`config.mk`:
```
export PLATFORM = sky130hd
export DESIGN_NAME = trapezoid_speed_clothoid_turn_profile_core
export DESIGN_NICKNAME = d
export VERILOG_FILES = /design/src/hdl/tsct_pkg.sv /design/src/hdl/trapezoid_speed_clothoid_turn_profile_core.sv /design/src/hdl/tsct_div.sv /design/src/hdl/tsct_datapath.sv /design/src/hdl/tsct_ctrl.sv
export SDC_FILE = /design/constraint.sdc
export NUM_CORES = 2
export LEC_CHECK = 0
export ABC_AREA = 1
export BUFFER_PORTS_ARGS = -buffer_cell sky130_fd_sc_hd__buf_2
export CELL_PAD_IN_SITES_DETAIL_PLACEMENT = 0
export CELL_PAD_IN_SITES_GLOBAL_PLACEMENT = 1
export CORE_MARGIN = 10
export CORE_UTILIZATION = 45
export CTS_CLUSTER_DIAMETER = 200
export DETAILED_ROUTE_END_ITERATION = 10
export MAX_ROUTING_LAYER = met4
export PLACE_DENSITY = 0.85
export RECOVER_POWER = 100
export SYNTH_ARGS = -nofsm -noshare
export SYNTH_HDL_FRONTEND = slang
export SYNTH_HIERARCHICAL = 1
export SYNTH_SLANG_ARGS = --single-unit
```
`constraint.sdc`:
```
create_clock -name clk -period 14.1 [get_ports clk]
set_input_delay 1.41 -clock clk [delete_from_list [all_inputs] [get_ports clk]]
set_output_delay 1.41 -clock clk [all_outputs]
set_load 0.005 [all_outputs]
```
`src/hdl/tsct_pkg.sv`:
```
package tsct_pkg;

  // Field and register widths
  localparam int TIME_W    = 32;
  localparam int DIST_W    = 20;
  localparam int SPD_W     = 16;
  localparam int TURN_W    = 15;
  localparam int DIR_W     = 2;
  localparam int CFG_IDX_W = 3;
  localparam int CFG_W     = 20;

  // Datapath widths: multiplier operands, product, divisor, signed time differences
  localparam int MA_W      = 38;
  localparam int MB_W      = 20;
  localparam int P_W       = MA_W + MB_W;
  localparam int DVS_W     = 34;
  localparam int SW        = TIME_W + 4;
  localparam int NUM_W     = MA_W + 2;
  localparam int DIV_CNT_W = $clog2(P_W + 1);

  localparam logic [MB_W-1:0] US_PER_S = MB_W'(1000000);

  // Division by one million: 1000000 = 15625 * 2^6. The product is shifted down by six,
  // then divided by 15625 with a rounded-up reciprocal, exact for a 30-bit operand.
  // Anything wider gives a quotient above every speed limit and is clamped.
  localparam int E_SH    = 6;
  localparam int RN_W    = 30;
  localparam int RM_W    = 31;
  localparam int RP_W    = RN_W + RM_W;
  localparam int RECIP_K = 44;
  localparam int RQ_W    = RP_W - RECIP_K;
  localparam logic [RM_W-1:0] RECIP_M = RM_W'(1125899907);

  // Register reset values
  localparam logic [DIR_W-1:0]  RST_TURN_DIR  = DIR_W'(1);
  localparam logic [SPD_W-1:0]  RST_MAX_SPEED = SPD_W'(500);
  localparam logic [SPD_W-1:0]  RST_ACCEL     = SPD_W'(500);
  localparam logic [TURN_W-1:0] RST_MAX_TURN  = TURN_W'(1000);

  localparam logic [DIR_W-1:0] DIR_STRAIGHT = DIR_W'(0);

  // Reported phase codes
  localparam logic [1:0] PH_ACCEL  = 2'd0;
  localparam logic [1:0] PH_CRUISE = 2'd1;
  localparam logic [1:0] PH_DECEL  = 2'd2;
  localparam logic [1:0] PH_STOP   = 2'd3;

  typedef enum logic [CFG_IDX_W-1:0] {
    CFG_DIST_BEFORE = 3'd0,
    CFG_CURVE_LEN   = 3'd1,
    CFG_DIST_AFTER  = 3'd2,
    CFG_TURN_DIR    = 3'd3,
    CFG_MAX_SPEED   = 3'd4,
    CFG_PATH_ACCEL  = 3'd5,
    CFG_MAX_TURN    = 3'd6
  } cfg_idx_t;

  typedef enum logic [2:0] {
    MP_IDLE,
    MP_ACCEL,
    MP_CRUISE,
    MP_DECEL,
    MP_STOP
  } mphase_t;

  typedef enum logic [4:0] {
    OP_NONE,
    OP_LOAD,
    OP_M_VME,
    OP_M_LKE,
    OP_M_VV,
    OP_M_DV,
    OP_M_SVA,
    OP_M_L1VA,
    OP_M_NUME,
    OP_SUB_TC,
    OP_SUB_OFS,
    OP_DIV_VA,
    OP_DIV_VM,
    OP_DIV_DV,
    OP_DIV_DV2,
    OP_WB_ACC,
    OP_WB_RAMP,
    OP_WB_CRU,
    OP_WB_OFS,
    OP_ELAP,
    OP_DIFF,
    OP_DIFF2,
    OP_M_SAMPLE,
    OP_DIV_SAMPLE,
    OP_WB_SAMPLE
  } op_t;

  typedef enum logic [4:0] {
    ST_IDLE,
    ST_DISPATCH,
    ST_S_VME,
    ST_S_DIVACC,
    ST_S_WACC,
    ST_S_LKE,
    ST_S_DIVRAMP,
    ST_S_WRAMP,
    ST_S_VV,
    ST_S_DV,
    ST_S_SVA,
    ST_S_TCSUB,
    ST_S_TCCHK,
    ST_S_TCDIV,
    ST_S_WCRU,
    ST_S_L1VA,
    ST_S_OFSSUB,
    ST_S_OFSE,
    ST_S_OFSDIV,
    ST_S_WOFS,
    ST_ELAP,
    ST_DIFF,
    ST_DIFF2,
    ST_P_MUL,
    ST_P_DIV,
    ST_P_WAIT,
    ST_EMIT0,
    ST_EMIT1
  } state_t;

  typedef struct packed {
    op_t  op;
    logic out_sel;
  } dp_cmd_t;

  typedef struct packed {
    logic    is_start;
    mphase_t mphase;
    logic    div_busy;
    logic    num_pos;
    logic    sample_div;
    logic    two_res;
  } dp_stat_t;

  typedef struct packed {
    logic              command;
    logic [TIME_W-1:0] time_stamp;
  } item_t;

  typedef struct packed {
    logic [SPD_W-1:0]        speed_cmd;
    logic signed [SPD_W-1:0] turn_rate_cmd;
    logic [1:0]              phase;
    logic                    done_res;
    logic                    last_result;
  } result_t;

endpackage

```
`src/hdl/trapezoid_speed_clothoid_turn_profile_core.sv`:
```
// Trapezoidal speed profile with a triangular turn-rate ramp over the curve. A start item
// (command 0) latches its time stamp and derives accelerate, cruise, curve-start and curve-ramp
// times; it gives no result and makes up to four passes through the bit-serial divider (three
// when the cruise numerator is not positive). A time sample (command 1) gives one or two result
// beats. During a turn ramp the sample is divided by the ramp time in that divider; an
// accelerate sample, or a decelerate sample past the end of cruise, divides by one million
// through a reciprocal multiply; any other sample needs neither. One item is handled at a time;
// the next is taken once the last beat has left. A sample while idle or stopped is dropped.
// Configuration must be written only while idle; the core itself does not enforce this.
module trapezoid_speed_clothoid_turn_profile_core import tsct_pkg::*; (
  input  logic                 clk,
  input  logic                 rst,
  input  logic                 item_valid,
  output logic                 item_stall,
  input  item_t                item,
  output logic                 result_valid,
  input  logic                 result_stall,
  output result_t              result,
  input  logic                 cfg_we,
  input  logic [CFG_IDX_W-1:0] cfg_index,
  input  logic [CFG_W-1:0]     cfg_data
);

  dp_cmd_t  cmd;
  dp_stat_t stat;

  tsct_ctrl u_ctrl (
    .clk          (clk),
    .rst          (rst),
    .item_valid   (item_valid),
    .item_stall   (item_stall),
    .result_valid (result_valid),
    .result_stall (result_stall),
    .stat         (stat),
    .cmd          (cmd)
  );

  tsct_datapath u_dp (
    .clk       (clk),
    .rst       (rst),
    .cmd       (cmd),
    .stat      (stat),
    .item      (item),
    .cfg_we    (cfg_we),
    .cfg_index (cfg_index),
    .cfg_data  (cfg_data),
    .result    (result)
  );

endmodule

```
`src/hdl/tsct_div.sv`:
```
module tsct_div import tsct_pkg::*; (
  input  logic             clk,
  input  logic             rst,
  input  logic             start,
  input  logic [P_W-1:0]   dividend,
  input  logic [DVS_W-1:0] divisor,
  output logic             busy,
  output logic [P_W-1:0]   quotient
);

  logic [DVS_W-1:0]     rem;
  logic [DVS_W-1:0]     dsr;
  logic [DIV_CNT_W-1:0] cnt;
  logic [DVS_W:0]       rem_sh;
  logic [DVS_W:0]       diff;
  logic                 take;

  // one restoring step: shift in next dividend bit, subtract if it fits
  always_comb begin
    rem_sh = {rem, quotient[P_W-1]};
    diff   = rem_sh - {1'b0, dsr};
    take   = rem_sh >= {1'b0, dsr};
  end

  always_ff @(posedge clk) begin
    if (rst) begin
      busy <= 1'b0;
      cnt  <= '0;
    end else if (start) begin
      busy     <= 1'b1;
      cnt      <= DIV_CNT_W'(P_W);
      rem      <= '0;
      dsr      <= divisor;
      quotient <= dividend;
    end else if (busy) begin
      rem      <= take ? diff[DVS_W-1:0] : rem_sh[DVS_W-1:0];
      quotient <= {quotient[P_W-2:0], take};
      cnt      <= cnt - DIV_CNT_W'(1);
      if (cnt == DIV_CNT_W'(1)) begin
        busy <= 1'b0;
      end
    end
  end

endmodule

```
`src/hdl/tsct_datapath.sv`:
```
module tsct_datapath import tsct_pkg::*; (
  input  logic                 clk,
  input  logic                 rst,
  input  dp_cmd_t              cmd,
  output dp_stat_t             stat,
  input  item_t                item,
  input  logic                 cfg_we,
  input  logic [CFG_IDX_W-1:0] cfg_index,
  input  logic [CFG_W-1:0]     cfg_data,
  output result_t              result
);

  // configuration
  logic [DIST_W-1:0] dist_before, curve_len, dist_after;
  logic [DIR_W-1:0]  turn_dir;
  logic [SPD_W-1:0]  max_speed, path_accel;
  logic [TURN_W-1:0] max_turn;

  // profile state
  mphase_t                  mphase;
  logic [TIME_W-1:0]        start_time, acc_dur, cru_dur, ramp_dur;
  logic signed [TIME_W-1:0] ofs;

  // working registers
  logic                     cmd_r;
  logic [TIME_W-1:0]        ts_r, e, vv, dv;
  logic signed [SW-1:0]     dc, dd, x;
  logic [P_W-1:0]           p;
  logic signed [NUM_W-1:0]  num;
  result_t                  res0, res1;
  logic                     two_res;
  logic [RQ_W-1:0]          qr;

  logic [SPD_W-1:0]         vm, va;
  logic [DIST_W+1:0]        dist_sum;
  logic [NUM_W-1:0]         num_mag;
  logic                     num_pos;
  logic [MA_W-1:0]          ma;
  logic [MB_W-1:0]          mb;
  logic [P_W-1:0]           prod;
  logic                     div_start;
  logic [DVS_W-1:0]         divisor;
  logic                     div_busy;
  logic [P_W-1:0]           q;
  logic                     r_big;
  logic [RN_W-1:0]          rn;
  logic [RP_W-1:0]          rprod;

  logic signed [SW-1:0]     r_ext, r2_ext, x_back, acc_ext, cru_ext;
  logic                     b1, b2, dd_pos, sample_div;
  logic [TIME_W-1:0]        turn_arg;
  logic [SPD_W-1:0]         spd_acc, spd_dec, w;
  logic signed [SPD_W-1:0]  turn_val;
  logic                     fin_acc, fin_dec, cru_end;
  logic signed [TIME_W-1:0] ofs_w;
  logic                     pos_big, neg_big;

  function automatic logic [TIME_W-1:0] sat_time(input logic [P_W-1:0] v);
    logic [TIME_W-1:0] r;
    if (|v[P_W-1:TIME_W]) r = '1;
    else                  r = v[TIME_W-1:0];
    return r;
  endfunction

  // speed and acceleration limits of zero act as one
  assign vm       = (max_speed == '0) ? SPD_W'(1) : max_speed;
  assign va       = (path_accel == '0) ? SPD_W'(1) : path_accel;
  assign dist_sum = {2'b00, dist_before} + {2'b00, curve_len} + {2'b00, dist_after};
  assign num_mag  = num[NUM_W-1] ? NUM_W'(-num) : NUM_W'(num);
  assign num_pos  = !num[NUM_W-1] && (num != '0);

  // turn ramp windows within cruise
  always_comb begin
    r_ext    = $signed({{(SW-TIME_W){1'b0}}, ramp_dur});
    r2_ext   = $signed({{(SW-TIME_W-1){1'b0}}, ramp_dur, 1'b0});
    acc_ext  = $signed({{(SW-TIME_W){1'b0}}, acc_dur});
    cru_ext  = $signed({{(SW-TIME_W){1'b0}}, cru_dur});
    x_back   = r2_ext - x;
    b1       = (x > 0) && (x < r_ext);
    b2       = (x > r_ext) && (x < r2_ext);
    turn_arg = b1 ? x[TIME_W-1:0] : x_back[TIME_W-1:0];
    dd_pos   = dd > 0;
    case (mphase)
      MP_ACCEL:  sample_div = 1'b1;
      MP_CRUISE: sample_div = b1 || b2;
      MP_DECEL:  sample_div = dd_pos;
      default:   sample_div = 1'b0;
    endcase
  end

  // shared multiplier operand selection
  always_comb begin
    ma = '0;
    mb = '0;
    case (cmd.op)
      OP_M_VME:  begin ma = MA_W'(vm);          mb = US_PER_S;       end
      OP_M_LKE:  begin ma = MA_W'(curve_len);   mb = US_PER_S;       end
      OP_M_VV:   begin ma = MA_W'(vm);          mb = MB_W'(vm);      end
      OP_M_DV:   begin ma = MA_W'(vm);          mb = MB_W'(va);      end
      OP_M_SVA:  begin ma = MA_W'(dist_sum);    mb = MB_W'(va);      end
      OP_M_L1VA: begin ma = MA_W'(dist_before); mb = MB_W'(va);      end
      OP_M_NUME: begin ma = MA_W'(num_mag);     mb = US_PER_S;       end
      OP_M_SAMPLE: begin
        case (mphase)
          MP_ACCEL:  begin ma = MA_W'(e);            mb = MB_W'(va);       end
          MP_CRUISE: begin ma = MA_W'(turn_arg);     mb = MB_W'(max_turn); end
          MP_DECEL:  begin ma = MA_W'(dd[TIME_W-1:0]); mb = MB_W'(va);     end
          default:   begin ma = '0;                  mb = '0;              end
        endcase
      end
      default: begin ma = '0; mb = '0; end
    endcase
  end

  assign prod = ma * mb;

  // divide the sample product by one million: reciprocal of 15625 after a shift by six
  assign r_big = |p[P_W-1:RN_W+E_SH];
  assign rn    = p[RN_W+E_SH-1:E_SH];
  assign rprod = {{RM_W{1'b0}}, rn} * {{RN_W{1'b0}}, RECIP_M};

  // divider launch and divisor selection; a sample is divided, by the ramp time, only in cruise
  always_comb begin
    div_start = 1'b1;
    case (cmd.op)
      OP_DIV_VA:     divisor = DVS_W'(va);
      OP_DIV_VM:     divisor = DVS_W'(vm);
      OP_DIV_DV:     divisor = DVS_W'(dv);
      OP_DIV_DV2:    divisor = DVS_W'({dv, 1'b0});
      OP_DIV_SAMPLE: begin
        divisor   = DVS_W'(ramp_dur);
        div_start = (mphase == MP_CRUISE);
      end
      default: begin
        divisor   = '0;
        div_start = 1'b0;
      end
    endcase
  end

  tsct_div u_div (
    .clk      (clk),
    .rst      (rst),
    .start    (div_start),
    .dividend (p),
    .divisor  (divisor),
    .busy     (div_busy),
    .quotient (q)
  );

  // result values for a sample
  always_comb begin
    spd_acc  = (qr >= RQ_W'(vm)) ? vm : qr[SPD_W-1:0];
    spd_dec  = dd_pos ? ((qr >= RQ_W'(vm)) ? '0 : vm - qr[SPD_W-1:0]) : vm;
    w        = (b1 || b2) ? q[SPD_W-1:0] : '0;
    turn_val = (turn_dir == DIR_STRAIGHT) ? '0 : (turn_dir[1] ? -$signed(w) : $signed(w));
    fin_acc  = e >= acc_dur;
    fin_dec  = dd >= acc_ext;
    cru_end  = dc >= cru_ext;
  end

  // signed curve offset, saturated
  always_comb begin
    pos_big = |q[P_W-1:TIME_W-1];
    neg_big = (|q[P_W-1:TIME_W]) || (q[TIME_W-1] && (|q[TIME_W-2:0]));
    if (num[NUM_W-1]) begin
      ofs_w = neg_big ? $signed({1'b1, {(TIME_W-1){1'b0}}}) : -$signed(q[TIME_W-1:0]);
    end else begin
      ofs_w = pos_big ? $signed({1'b0, {(TIME_W-1){1'b1}}}) : $signed(q[TIME_W-1:0]);
    end
  end

  // configuration writes
  always_ff @(posedge clk) begin
    if (rst) begin
      dist_before <= '0;
      curve_len   <= '0;
      dist_after  <= '0;
      turn_dir    <= RST_TURN_DIR;
      max_speed   <= RST_MAX_SPEED;
      path_accel  <= RST_ACCEL;
      max_turn    <= RST_MAX_TURN;
    end else if (cfg_we) begin
      case (cfg_index)
        CFG_DIST_BEFORE: dist_before <= cfg_data[DIST_W-1:0];
        CFG_CURVE_LEN:   curve_len   <= cfg_data[DIST_W-1:0];
        CFG_DIST_AFTER:  dist_after  <= cfg_data[DIST_W-1:0];
        CFG_TURN_DIR:    turn_dir    <= cfg_data[DIR_W-1:0];
        CFG_MAX_SPEED:   max_speed   <= cfg_data[SPD_W-1:0];
        CFG_PATH_ACCEL:  path_accel  <= cfg_data[SPD_W-1:0];
        CFG_MAX_TURN:    max_turn    <= cfg_data[TURN_W-1:0];
        default: ;
      endcase
    end
  end

  // profile state
  always_ff @(posedge clk) begin
    if (rst) begin
      mphase     <= MP_IDLE;
      start_time <= '0;
      acc_dur    <= '0;
      cru_dur    <= '0;
      ramp_dur   <= '0;
      ofs        <= '0;
    end else begin
      case (cmd.op)
        OP_WB_ACC:  acc_dur  <= sat_time(q);
        OP_WB_RAMP: ramp_dur <= sat_time(q);
        OP_WB_CRU:  cru_dur  <= num_pos ? sat_time(q) : '0;
        OP_WB_OFS: begin
          ofs        <= ofs_w;
          start_time <= ts_r;
          mphase     <= MP_ACCEL;
        end
        OP_WB_SAMPLE: begin
          case (mphase)
            MP_ACCEL:  if (fin_acc) mphase <= MP_CRUISE;
            MP_CRUISE: if (cru_end) mphase <= MP_DECEL;
            MP_DECEL:  if (fin_dec) mphase <= MP_STOP;
            default: ;
          endcase
        end
        default: ;
      endcase
    end
  end

  // working registers and result beats
  always_ff @(posedge clk) begin
    case (cmd.op)
      OP_LOAD: begin
        cmd_r <= item.command;
        ts_r  <= item.time_stamp;
      end
      OP_M_VME, OP_M_LKE, OP_M_VV, OP_M_L1VA, OP_M_NUME, OP_M_SAMPLE: p <= prod;
      // the previous product is vm*vm, then vm*va
      OP_M_DV: begin
        p  <= prod;
        vv <= p[TIME_W-1:0];
      end
      OP_M_SVA: begin
        p  <= prod;
        dv <= p[TIME_W-1:0];
      end
      OP_SUB_TC:  num <= $signed(NUM_W'(p[MA_W-1:0])) - $signed(NUM_W'(vv));
      OP_SUB_OFS: num <= $signed(NUM_W'({p[MA_W-2:0], 1'b0})) - $signed(NUM_W'(vv));
      // quotient by one million, all ones when above any speed limit
      OP_DIV_SAMPLE: qr <= r_big ? '1 : rprod[RP_W-1:RECIP_K];
      OP_ELAP:    e   <= ts_r - start_time;
      OP_DIFF:    dc  <= $signed({{(SW-TIME_W){1'b0}}, e}) - acc_ext;
      OP_DIFF2: begin
        dd <= dc - cru_ext;
        x  <= dc - $signed({{(SW-TIME_W){ofs[TIME_W-1]}}, ofs});
      end
      OP_WB_SAMPLE: begin
        case (mphase)
          MP_ACCEL: begin
            res0    <= '{spd_acc, '0, PH_ACCEL, 1'b0, !fin_acc};
            res1    <= '{vm, '0, PH_CRUISE, 1'b0, 1'b1};
            two_res <= fin_acc;
          end
          MP_CRUISE: begin
            res0    <= '{vm, turn_val, PH_CRUISE, 1'b0, 1'b1};
            two_res <= 1'b0;
          end
          default: begin
            res0    <= '{spd_dec, '0, PH_DECEL, 1'b0, !fin_dec};
            res1    <= '{'0, '0, PH_STOP, 1'b1, 1'b1};
            two_res <= fin_dec;
          end
        endcase
      end
      default: ;
    endcase
  end

  assign result = cmd.out_sel ? res1 : res0;

  assign stat = '{
    is_start:   !cmd_r,
    mphase:     mphase,
    div_busy:   div_busy,
    num_pos:    num_pos,
    sample_div: sample_div,
    two_res:    two_res
  };

endmodule

```
`src/hdl/tsct_ctrl.sv`:
```
module tsct_ctrl import tsct_pkg::*; (
  input  logic     clk,
  input  logic     rst,
  input  logic     item_valid,
  output logic     item_stall,
  output logic     result_valid,
  input  logic     result_stall,
  input  dp_stat_t stat,
  output dp_cmd_t  cmd
);

  state_t state, state_next;

  always_ff @(posedge clk) begin
    if (rst) state <= ST_IDLE;
    else     state <= state_next;
  end

  // sequencing of the datapath
  always_comb begin
    state_next   = state;
    cmd.op       = OP_NONE;
    cmd.out_sel  = 1'b0;
    item_stall   = 1'b1;
    result_valid = 1'b0;
    case (state)
      ST_IDLE: begin
        item_stall = 1'b0;
        if (item_valid) begin
          cmd.op     = OP_LOAD;
          state_next = ST_DISPATCH;
        end
      end
      ST_DISPATCH: begin
        if (stat.is_start) begin
          state_next = ST_S_VME;
        end else if (stat.mphase == MP_ACCEL || stat.mphase == MP_CRUISE ||
                     stat.mphase == MP_DECEL) begin
          state_next = ST_ELAP;
        end else begin
          state_next = ST_IDLE;
        end
      end

      // start: accelerate time
      ST_S_VME:    begin cmd.op = OP_M_VME;  state_next = ST_S_DIVACC; end
      ST_S_DIVACC: begin cmd.op = OP_DIV_VA; state_next = ST_S_WACC;   end
      ST_S_WACC: begin
        if (!stat.div_busy) begin
          cmd.op     = OP_WB_ACC;
          state_next = ST_S_LKE;
        end
      end
      // start: curve ramp time
      ST_S_LKE:     begin cmd.op = OP_M_LKE;  state_next = ST_S_DIVRAMP; end
      ST_S_DIVRAMP: begin cmd.op = OP_DIV_VM; state_next = ST_S_WRAMP;   end
      ST_S_WRAMP: begin
        if (!stat.div_busy) begin
          cmd.op     = OP_WB_RAMP;
          state_next = ST_S_VV;
        end
      end
      // start: cruise time
      ST_S_VV:    begin cmd.op = OP_M_VV;   state_next = ST_S_DV;    end
      ST_S_DV:    begin cmd.op = OP_M_DV;   state_next = ST_S_SVA;   end
      ST_S_SVA:   begin cmd.op = OP_M_SVA;  state_next = ST_S_TCSUB; end
      ST_S_TCSUB: begin cmd.op = OP_SUB_TC; state_next = ST_S_TCCHK; end
      ST_S_TCCHK: begin
        if (stat.num_pos) begin
          cmd.op     = OP_M_NUME;
          state_next = ST_S_TCDIV;
        end else begin
          cmd.op     = OP_WB_CRU;
          state_next = ST_S_L1VA;
        end
      end
      ST_S_TCDIV: begin cmd.op = OP_DIV_DV; state_next = ST_S_WCRU; end
      ST_S_WCRU: begin
        if (!stat.div_busy) begin
          cmd.op     = OP_WB_CRU;
          state_next = ST_S_L1VA;
        end
      end
      // start: curve start offset
      ST_S_L1VA:   begin cmd.op = OP_M_L1VA;  state_next = ST_S_OFSSUB; end
      ST_S_OFSSUB: begin cmd.op = OP_SUB_OFS; state_next = ST_S_OFSE;   end
      ST_S_OFSE:   begin cmd.op = OP_M_NUME;  state_next = ST_S_OFSDIV; end
      ST_S_OFSDIV: begin cmd.op = OP_DIV_DV2; state_next = ST_S_WOFS;   end
      ST_S_WOFS: begin
        if (!stat.div_busy) begin
          cmd.op     = OP_WB_OFS;
          state_next = ST_IDLE;
        end
      end

      // time sample
      ST_ELAP:  begin cmd.op = OP_ELAP;  state_next = ST_DIFF;  end
      ST_DIFF:  begin cmd.op = OP_DIFF;  state_next = ST_DIFF2; end
      ST_DIFF2: begin cmd.op = OP_DIFF2; state_next = ST_P_MUL; end
      ST_P_MUL: begin
        if (stat.sample_div) begin
          cmd.op     = OP_M_SAMPLE;
          state_next = ST_P_DIV;
        end else begin
          cmd.op     = OP_WB_SAMPLE;
          state_next = ST_EMIT0;
        end
      end
      ST_P_DIV: begin cmd.op = OP_DIV_SAMPLE; state_next = ST_P_WAIT; end
      ST_P_WAIT: begin
        if (!stat.div_busy) begin
          cmd.op     = OP_WB_SAMPLE;
          state_next = ST_EMIT0;
        end
      end

      // result beats
      ST_EMIT0: begin
        result_valid = 1'b1;
        if (!result_stall) begin
          state_next = stat.two_res ? ST_EMIT1 : ST_IDLE;
        end
      end
      ST_EMIT1: begin
        result_valid = 1'b1;
        cmd.out_sel  = 1'b1;
        if (!result_stall) begin
          state_next = ST_IDLE;
        end
      end
      default: state_next = ST_IDLE;
    endcase
  end

endmodule

```
==> results.json <==
{
  "drt-total-wl_mm": 369,
  "worst_ep_arrival_time_ns": 13.98,
  "antenna_left": 0,
  "synth_edf_count": 527,
  "status": "finished with violations",
  "yosys_warnings": 6,
  "grt_usage_pct": 34.2,
  "drive_gt1_share_pct": 4.60,
  "htreeDepth": 3,
  "holdBufCountCts": 0,
  "rrSetupSlack_ns": 0.57,
  "cp-start-kind": "flip-flop",
  "drt_first_pass_iters": 6,
  "maxCapViolCount": 41,
  "ys_ff_latch": 811,
  "critPathLaunch": "u_dp/ramp_dur[10]$_SDFFE_PP0N_",
  "num_rows": 164,
  "insertion_delay_ns": 0.79,
  "fin_nets": 13276,
  "cp-end-kind": "flip-flop",
  "cts_resized": 0,
  "violations": "max-capacitance violations, max-slew violations",
  "cpMostUsedCell": "inv_1",
  "slowest_stage": "o21ai_2",
  "fp.coreArea_sq_mm": 0.200,
  "antenna_found_initial": 32,
  "ios": 99,
  "drt_drc_violations_left": 0,
  "grt_pass1_vias": 78674,
  "grt_max_degree": 87,
  "drt_iter0_drc": 8842,
  "die_height_um": 469,
  "ys.flop_type": "edfxtp_1",
  "synth_cell_types": 83,
  "port_buffers": 98,
  "finalSetupTns_ns": 0,
  "hold_class": "flip-flop to flip-flop",
  "crit_required_ns": 14.56,
  "initial_utilization_pct": 45.3,
  "crit_path_max_incr_delay_ns": 0.63,
  "via_count": 79629,
  "setup_viol": 0,
  "worstHoldStart": "u_dp/start_time[9]$_SDFFE_PP0P_",
  "tritoncts": "yes",
  "fp.dieW_um": 469,
  "avgSynthCellArea_sq_um": 8.12,
  "clock_skew_ns": 0.0779,
  "viasPerCell": 5.64,
  "numCtsBuffers": 102,
  "max_slew.worst_pin.slew_ns": 4.22,
  "dieArea_sq_mm": 0.220,
  "slew_violations": 1314,
  "gp_congestion": 1.05,
  "timing.final.hold_violations": 0,
  "cts.sink_count": 811,
  "clock.fmax_mhz": 73.9,
  "period_share_pct": 95.9,
  "grt_pass1_wl_mm": 538,
  "wl_per_cell_um": 26.1,
  "yosysSeqAreaShare_pct": 23.7,
  "rsz0062_at_grt": "no",
  "path_class": "flip-flop to flip-flop",
  "cts_setup_buffers": 0,
  "reg2reg_from": "u_dp/ramp_dur[10]$_SDFFE_PP0N_",
  "synth_area_sq_mm": 0.0908,
  "hpwl_mm": 304,
  "clk_path_buf_depth": 3,
  "clock-root-buffer": "clkbuf_16",
  "area_delta_synth_final_pct": 8.49,
  "path_max_fanout": 12,
  "overflow": 0,
  "fin_crit_ns": 13.53,
  "async_reset_ff_share_pct": 0,
  "timing.slew.headroom_pct": -181,
  "cts.reportedPaths.clkPinSlew_ns": 0.07,
  "synthCells": 11173
}
## logic make-up after synthesis
| family | after synthesis | share of synthesized area (%) |
|---|---|---|
| compound gates | 1899 | 11.9 |
| xor+xnor | 295 | 2.85 |
| fa+ha+maj | 1855 | 33.5 |
| buf+inv | 2575 | 10.9 |
| flops | 811 | 23.7 |
| mux | 2 | 0.0248 |
| other cells | 2 | 0.00827 |
| simple gates | 3734 | 17.0 |
## worst paths after layout
check	to	cells past startpoint
worst max-delay path	u_dp/p[49]$_DFFE_PP_	54
worst min-delay path	u_dp/start_time[9]$_SDFFE_PP0P_	2
worst max register to register	u_dp/p[49]$_DFFE_PP_	54
worst min register to register	u_dp/start_time[9]$_SDFFE_PP0P_	2
## metal layers
layer / wire (um) / GRT usage (%)
met1: 157000 / 46.2
met5: 0 / -
met4: 18800 / 14.1
met2: 158000 / 50.2
met3: 34900 / 6.71
## Yosys cell counts, types with 16 or more instances
master	number	area, sq um
nand2_2	22	138
nor4_1	58	363
o21ai_1	39	195
buf_4	17	128
a21boi_0	34	255
nand3b_1	24	180
xor2_1	190	1660
dfxtp_1	284	5690
inv_1	2248	8440
nand4_1	91	569
a221oi_1	54	473
buf_2	65	325
or2_2	24	150
a31oi_1	43	269
o211ai_1	67	503
nand3_1	306	1530
o221ai_1	28	245
clkbuf_1	168	631
a21oi_1	820	4100
a21o_1	42	315
o21bai_1	39	293
a22oi_1	23	173
inv_2	32	120
edfxtp_1	527	15800
nand2_1	2085	7830
nor2_1	944	3540
fa_1	961	19200
nor2_2	36	225
clkinv_1	16	60.1
o21ai_0	587	2940
o21a_1	34	255
xnor2_1	105	920
ha_1	894	11200
nor3_1	88	440
## worst max-delay path, delay by kind of cell (launching register included)
family	cells	cell delay, ns
buffers and inverters	14	2.41
AO/OA/AOI/OAI	9	2.22
AND/OR/NAND/NOR	21	3.95
XOR/XNOR	1	0.19
adder cells (fa/ha/maj)	9	3.90
flip-flops	1	0.44
## sequential cells by signal (all words and copies together), names as in the netlist, 20 cells and up
signal,count
u_dp/dist_after,20
u_dp/u_div/rem,34
u_dp/num,39
u_dp/res0,35
u_dp/ofs,32
u_dp/ramp_dur,32
u_dp/dd,36
u_dp/u_div/quotient,58
u_dp/start_time,32
u_dp/curve_len,20
u_dp/u_div/dsr,34
u_dp/dv,32
u_dp/e,32
u_dp/dist_before,20
u_dp/ts_r,32
u_dp/cru_dur,32
u_dp/vv,32
u_dp/p,58
u_dp/dc,33
u_dp/x,36
u_dp/acc_dur,32
## area by class of cell
cell class	count	area, sq um
antenna	16	40.0
clock buffer	134	2910
clock inverter	58	769
fill	19805	102000
inverter	2296	8620
multi-input combinational	7864	59700
sequential	811	21500
tap	2656	3320
timing repair buffer	285	1650
## layout by cell type (no fill, tap or decap), types with 22 or more instances in the layout
cell type	netlist	routed
a21o_1	42	42
o221ai_1	28	28
clkbuf_1	168	112
edfxtp_1	527	527
or2_2	24	24
xor2_1	190	190
dfxtp_1	284	284
nand2_2	22	22
nand4_1	91	91
o21a_1	34	34
nor2_1	944	939
inv_2	32	27
nor4_1	58	58
clkinv_1	16	22
a221oi_1	54	55
clkbuf_16	0	106
a22oi_1	23	23
a21oi_1	820	819
xnor2_1	105	105
nor3_1	88	88
conb_1	2	79
nand3_1	306	306
buf_4	17	119
inv_1	2248	2253
fa_1	961	961
nand3b_1	24	24
o211ai_1	67	67
a21boi_0	34	37
o21ai_0	587	606
o21bai_1	39	43
nor2_2	36	35
a31oi_1	43	43
nand2_1	2085	2085
ha_1	894	894
buf_2	65	60
## stage by stage
step / hold slack [ns] / setup WS, ns / utilization [%] / area (sq um) / instances
detailed placement: 0.450 / 1.18 / 47.5 / 95100 / 13912
floorplan: 0.430 / 2.97 / - / 91100 / 11250
CTS: 0.464 / 1.10 / 49.3 / 98800 / 14104
global route: 0.479 / 0.110 / 49.2 / 98500 / 14113
global placement: 0.443 / 1.24 / 47.5 / 95100 / 13912
finish: 0.460 / 0.573 / 49.2 / 98500 / 14120
Power is not shown: default switching activity piles up to over one toggle a cycle in this logic, so the estimate is an artifact.
